File: src/hdl/i2ctrf_pkg.sv
`default_nettype none
package i2ctrf_pkg;

  localparam int unsigned MaxTargets = 8;
  localparam int unsigned TgtAddrW   = 7;
  localparam int unsigned CfgIdxW    = 3;
  localparam int unsigned DataW      = 8;
  localparam int unsigned PtrW       = 9;

  typedef logic [TgtAddrW-1:0] tgt_addr_t;
  typedef tgt_addr_t [MaxTargets-1:0] tgt_table_t;

  typedef enum logic [1:0] {
    StOk       = 2'd0,
    StNoDevice = 2'd1,
    StOverflow = 2'd2,
    StAborted  = 2'd3
  } status_e;

endpackage
`default_nettype wire

File: src/hdl/i2ctrf_match.sv
`default_nettype none
module i2ctrf_match import i2ctrf_pkg::*; #(
  parameter int unsigned TARGETS = 8,
  parameter int unsigned CW      = 3
) (
  input  tgt_table_t      table_i,
  input  tgt_addr_t       bus_addr_i,
  output logic            hit_o,
  output logic [CW-1:0]   idx_o
);

  always_comb begin
    logic stop;
    stop  = 1'b0;
    hit_o = 1'b0;
    idx_o = '0;
    for (int i = 0; i < TARGETS; i++) begin
      if (!stop) begin
        if (table_i[i] == '0) begin
          stop = 1'b1;
        end else if (table_i[i] == bus_addr_i) begin
          stop  = 1'b1;
          hit_o = 1'b1;
          idx_o = CW'(i);
        end
      end
    end
  end

endmodule
`default_nettype wire

File: config.mk
export PLATFORM = sky130hd
export DESIGN_NAME = i2ctrf_match
export DESIGN_NICKNAME = d
export VERILOG_FILES = /design/src/hdl/i2ctrf_pkg.sv /design/src/hdl/i2ctrf_match.sv
export SDC_FILE = /design/constraint.sdc
export NUM_CORES = 1
export LEC_CHECK = 0
export BUFFER_PORTS_ARGS = -buffer_cell sky130_fd_sc_hd__buf_4
export CAP_MARGIN = 20
export CORE_UTILIZATION = 48
export DETAILED_ROUTE_END_ITERATION = 7
export PLACE_DENSITY = 0.91
export REMOVE_ABC_BUFFERS = 1
export SLEW_MARGIN = 20
export SYNTH_ARGS = -nofsm -noshare
export SYNTH_HDL_FRONTEND = slang
export SYNTH_SLANG_ARGS = --single-unit
File: constraint.sdc
create_clock -name vclk -period 4.2
set_clock_uncertainty 0.05 [all_clocks]
set_input_delay 0.21 -clock vclk [all_inputs]
set_output_delay 0.21 -clock vclk [all_outputs]
set_load 0.02 [all_outputs]
======== Yosys cells after proc, flatten, opt, wreduce, memory -nomap -nowiden ========
Cells that the tools add are included.
word-level totals
  flip-flop bits (word level) ............. 0
  input bits .............................. 63
  output and inout bits ................... 4
  logic and storage cells ................. 79
operators by class
  eq/ne operators ......................... 8
  muxes and demuxes ....................... 63
  reductions and logical operators ........ 8
operator list
  operator          number
  7-bit == test     8
  7-bit zero test   8
  3-bit 2-to-1 mux  18
  1-bit 2-to-1 mux  45

======== Logic depth before layout (Yosys ltp) ========
  depth in word-level cells ............... 24
  mapped depth ............................ 7
  mapped depth without buffers ............ 6

======== Worst setup path before layout ========
No wires, ideal clock.
  path type ............................... input port to output port
  start point ............................. input port bus_addr_i[1]
  end point ............................... output port hit_o
  data arrival time ....................... 1.713 ns
  data required time ...................... 3.940 ns
  path slack .............................. 2.227 ns
  stages .................................. 7
  path through ............................ buf_2 xor2_1 nor4_2 o2111ai_2 a2111oi_4 o211ai_2 nand4_1
between the ends
  cells in the longest elaborated chain, start to end .. 24
  elaborated cells on any way between the ends .. 50
  classes of those cells .................. 8 x eq/ne; 42 x mux
RTL lines
  what                  RTL line            text
  start: declaration    i2ctrf_match.sv:7   input tgt_addr_t bus_addr_i,
  7-bit == test         i2ctrf_match.sv:21  end else if (table_i[i] == bus_addr_i) begin
  1-bit 2-to-1 mux      i2ctrf_match.sv:21
  1-bit 2-to-1 mux      i2ctrf_match.sv:19  if (table_i[i] == '0) begin
  1-bit 2-to-1 mux      i2ctrf_match.sv:21
  1-bit 2-to-1 mux      i2ctrf_match.sv:19
  1-bit 2-to-1 mux      i2ctrf_match.sv:18  if (!stop) begin
  1-bit 2-to-1 mux      i2ctrf_match.sv:21
  1-bit 2-to-1 mux      i2ctrf_match.sv:19
  (+8 left out)         n/a
  1-bit 2-to-1 mux      i2ctrf_match.sv:19
  1-bit 2-to-1 mux      i2ctrf_match.sv:18
  1-bit 2-to-1 mux      i2ctrf_match.sv:21
  1-bit 2-to-1 mux      i2ctrf_match.sv:19
  1-bit 2-to-1 mux      i2ctrf_match.sv:18
  1-bit 2-to-1 mux      i2ctrf_match.sv:21
  1-bit 2-to-1 mux      i2ctrf_match.sv:19
  1-bit 2-to-1 mux (*)  i2ctrf_match.sv:18
  end: declaration      i2ctrf_match.sv:8   output logic hit_o,
Every way passes the cells marked *; elsewhere a longest branch is shown, timed or not.

======== Final worst setup path ========
  start point ............................. input port table_i[31] (netlist name)
  end point ............................... output port hit_o
between the ends
  cells in the longest elaborated chain, start to end .. 13
  elaborated cells on any way between the ends .. 19
  classes of those cells .................. 1 x eq/ne; 17 x mux; 1 x reduce/logical
RTL lines
  what                  RTL line            text
  start: declaration    i2ctrf_match.sv:6   input tgt_table_t table_i,
  7-bit == test         i2ctrf_match.sv:21
  1-bit 2-to-1 mux      i2ctrf_match.sv:21
  1-bit 2-to-1 mux      i2ctrf_match.sv:19
  1-bit 2-to-1 mux      i2ctrf_match.sv:18
  1-bit 2-to-1 mux      i2ctrf_match.sv:21
  1-bit 2-to-1 mux      i2ctrf_match.sv:19
  1-bit 2-to-1 mux      i2ctrf_match.sv:18
  1-bit 2-to-1 mux      i2ctrf_match.sv:21
  1-bit 2-to-1 mux      i2ctrf_match.sv:19
  1-bit 2-to-1 mux      i2ctrf_match.sv:18
  1-bit 2-to-1 mux      i2ctrf_match.sv:21
  1-bit 2-to-1 mux      i2ctrf_match.sv:19
  1-bit 2-to-1 mux (*)  i2ctrf_match.sv:18
Marks and branches as above.

==> results.sh <==
export IMPL_finalMaxSlewViolations=0
export IMPL_final_cell_area_sq_um=1460
export IMPL_io_buffers=67
export IMPL_first_global_vias=1078
export IMPL_clkbuf_count=0
export IMPL_min_period_over_period=0.530
export IMPL_rsz0062_at_grt="no"
export IMPL_post_cts_repair_setup_buffers=0
export IMPL_syn_to_final_growth_pct=49.9
export IMPL_ios=67
export IMPL_setup_viol=0
export IMPL_yosysMostFrequentCell="xnor2_1"
export IMPL_crit_buf_inv=2
export IMPL_regArea_sq_um=0
export IMPL_syn_avg_cell_area_sq_um=7.86
export IMPL_max_slew_margin=0.530
export IMPL_crit_path_end_kind="output pin"
export IMPL_yosys_warnings=0
export IMPL_core_area_sq_um=1820
export IMPL_totalWireLength_um=3110
export IMPL_dpl_cell_area_sq_um=1460
export IMPL_drive_gt1_frac=0.408
export IMPL_grt_ovfl_total=0
export IMPL_crit_family="simple AND/OR/NAND/NOR gates"
export IMPL_seq_area_frac_synth=0
export IMPL_num_antenna_cells=0
export IMPL_drt_iter0_markers=16
export IMPL_total_power_uw=140
export IMPL_drc_errors=0
export IMPL_dp_hpwl_um=2600
export IMPL_power_leakage_uw=0.000608
export IMPL_post_synth_most_frequent_cells="xnor2_1, xor2_1, nor4_1"
export IMPL_synthTopCellsByArea="xnor2_1, xor2_1, nor4_1"
export IMPL_p_per_area_nw_per_um2=95.9
export IMPL_vdd_drop_max_uv=60.4
export IMPL_ctsHoldBuffers=0
export IMPL_initial_utilization=0.535
export IMPL_maxCapViolations=0
export IMPL_synthCells=124
export IMPL_required_ps=3940
export IMPL_viasPerCell=5.60
export IMPL_hp_class="in2out"
export IMPL_num_vias=1170
export IMPL_slowest_delay_ps=550
export IMPL_max_freq_mhz=449
export IMPL_die_x_um=47.1
export IMPL_crit_type="in2out"
export IMPL_grt_max_degree=10
export IMPL_synth_area_sq_um=975
export IMPL_yosys_area_top_type="xnor2_1"
export IMPL_crit_chain="buf_4 > or4_1 > nor4_1 > a21o_1 > nor3b_1 > o211ai_1 > nand4_1 > buf_4"
export IMPL_fin_tns_setup_ps=0
export IMPL_stdcell_count=209
export IMPL_antenna_found_initial=0
export IMPL_die_h_um=47.1
export IMPL_seq_cell_count=0
export IMPL_yosysTopAreaCellShare=0.288
export IMPL_start_kind="input pin"
export IMPL_track_usage=0.288
export IMPL_ant_nets=0
export IMPL_status="complete, no violations"
export IMPL_crit_arrival_ps=1970
export IMPL_ys_types=26
export IMPL_fin_nets=249
export IMPL_dp_cells=209
export IMPL_gp_congestion=0.745
export IMPL_min_period_ps=2230
export IMPL_cpMostUsedCell="buf_4"
export IMPL_row_count=15
export IMPL_crit_slowest_cell="or4_1"
export IMPL_hold_viol=0
export IMPL_grt_pass1_wl_um=4590
export IMPL_worstMarginPinSlew_ps=698
export IMPL_drt_pass1_iterations=4
export IMPL_holdWs_ps=916
export IMPL_crit_fanout=3
export IMPL_cts_resized=0
export IMPL_wire_per_inst_um=14.9
export IMPL_die_area_sq_um=2210
worst min-delay path: stages:
cell     delay, ps
buf_4           90
nor4_1          60
nor2b_1        100
o21ai_0         70
nand2_1         80
buf_4          140
layout make-up:
cell class	instances	area, sq um
Multi-Input combinational cell	117	927
Tap cell	25	31.3
Fill cell	144	359
Timing Repair Buffer	67	503
stage by stage:
| step | setup slack, ps | util |
|---|---|---|
| CTS | 1980 | 0.803 |
| floorplan | 2280 | - |
| finish | 1970 | 0.803 |
| global route | 1740 | 0.803 |
| detailed placement | 1980 | 0.803 |
| global placement | 2040 | 0.803 |
path summary, 6_finish.rpt:
check / from / to / slack, ps / depth (start not counted)
setup / recovery: table_i[31] / hit_o / 1970 / 8
hold / removal: table_i[22] / idx_o[1] / 920 / 6
kinds of logic (layout without fill, tap and decap cells):
| family | count (synthesis) | in the layout | synth area share |
|---|---|---|---|
| buf+inv | 7 | 67 | 0.0488 |
| xor+xnor | 55 | 55 | 0.494 |
| simple gates | 52 | 52 | 0.354 |
| compound gates | 10 | 10 | 0.103 |
placed cells by master (no fill, tap or decap), types with 4 or more instances in the layout:
master	n
buf_4	67
nand2_1	4
nand3_1	4
nand4_1	9
nor2_1	4
nor3_1	5
nor4_1	12
or4_1	4
xnor2_1	32
xor2_1	23
routing by layer:
| metal | wire (um) | track usage |
|---|---|---|
| met2 | 1600 | 0.553 |
| met4 | 0 | 0.0400 |
| met1 | 1250 | 0.357 |
| met5 | 0 | 0 |
| met3 | 263 | 0.0154 |
power breakdown:
group          switching (uW)  leakage (uW)  internal (uW)  total (uW)
Combinational            63.6      0.000608           76.6         140
Sequential                  0             0              0           0
Clock                       0             0              0           0
Total                    63.6      0.000608           76.6         140
Note: power is estimated with default switching activity, not from simulation.
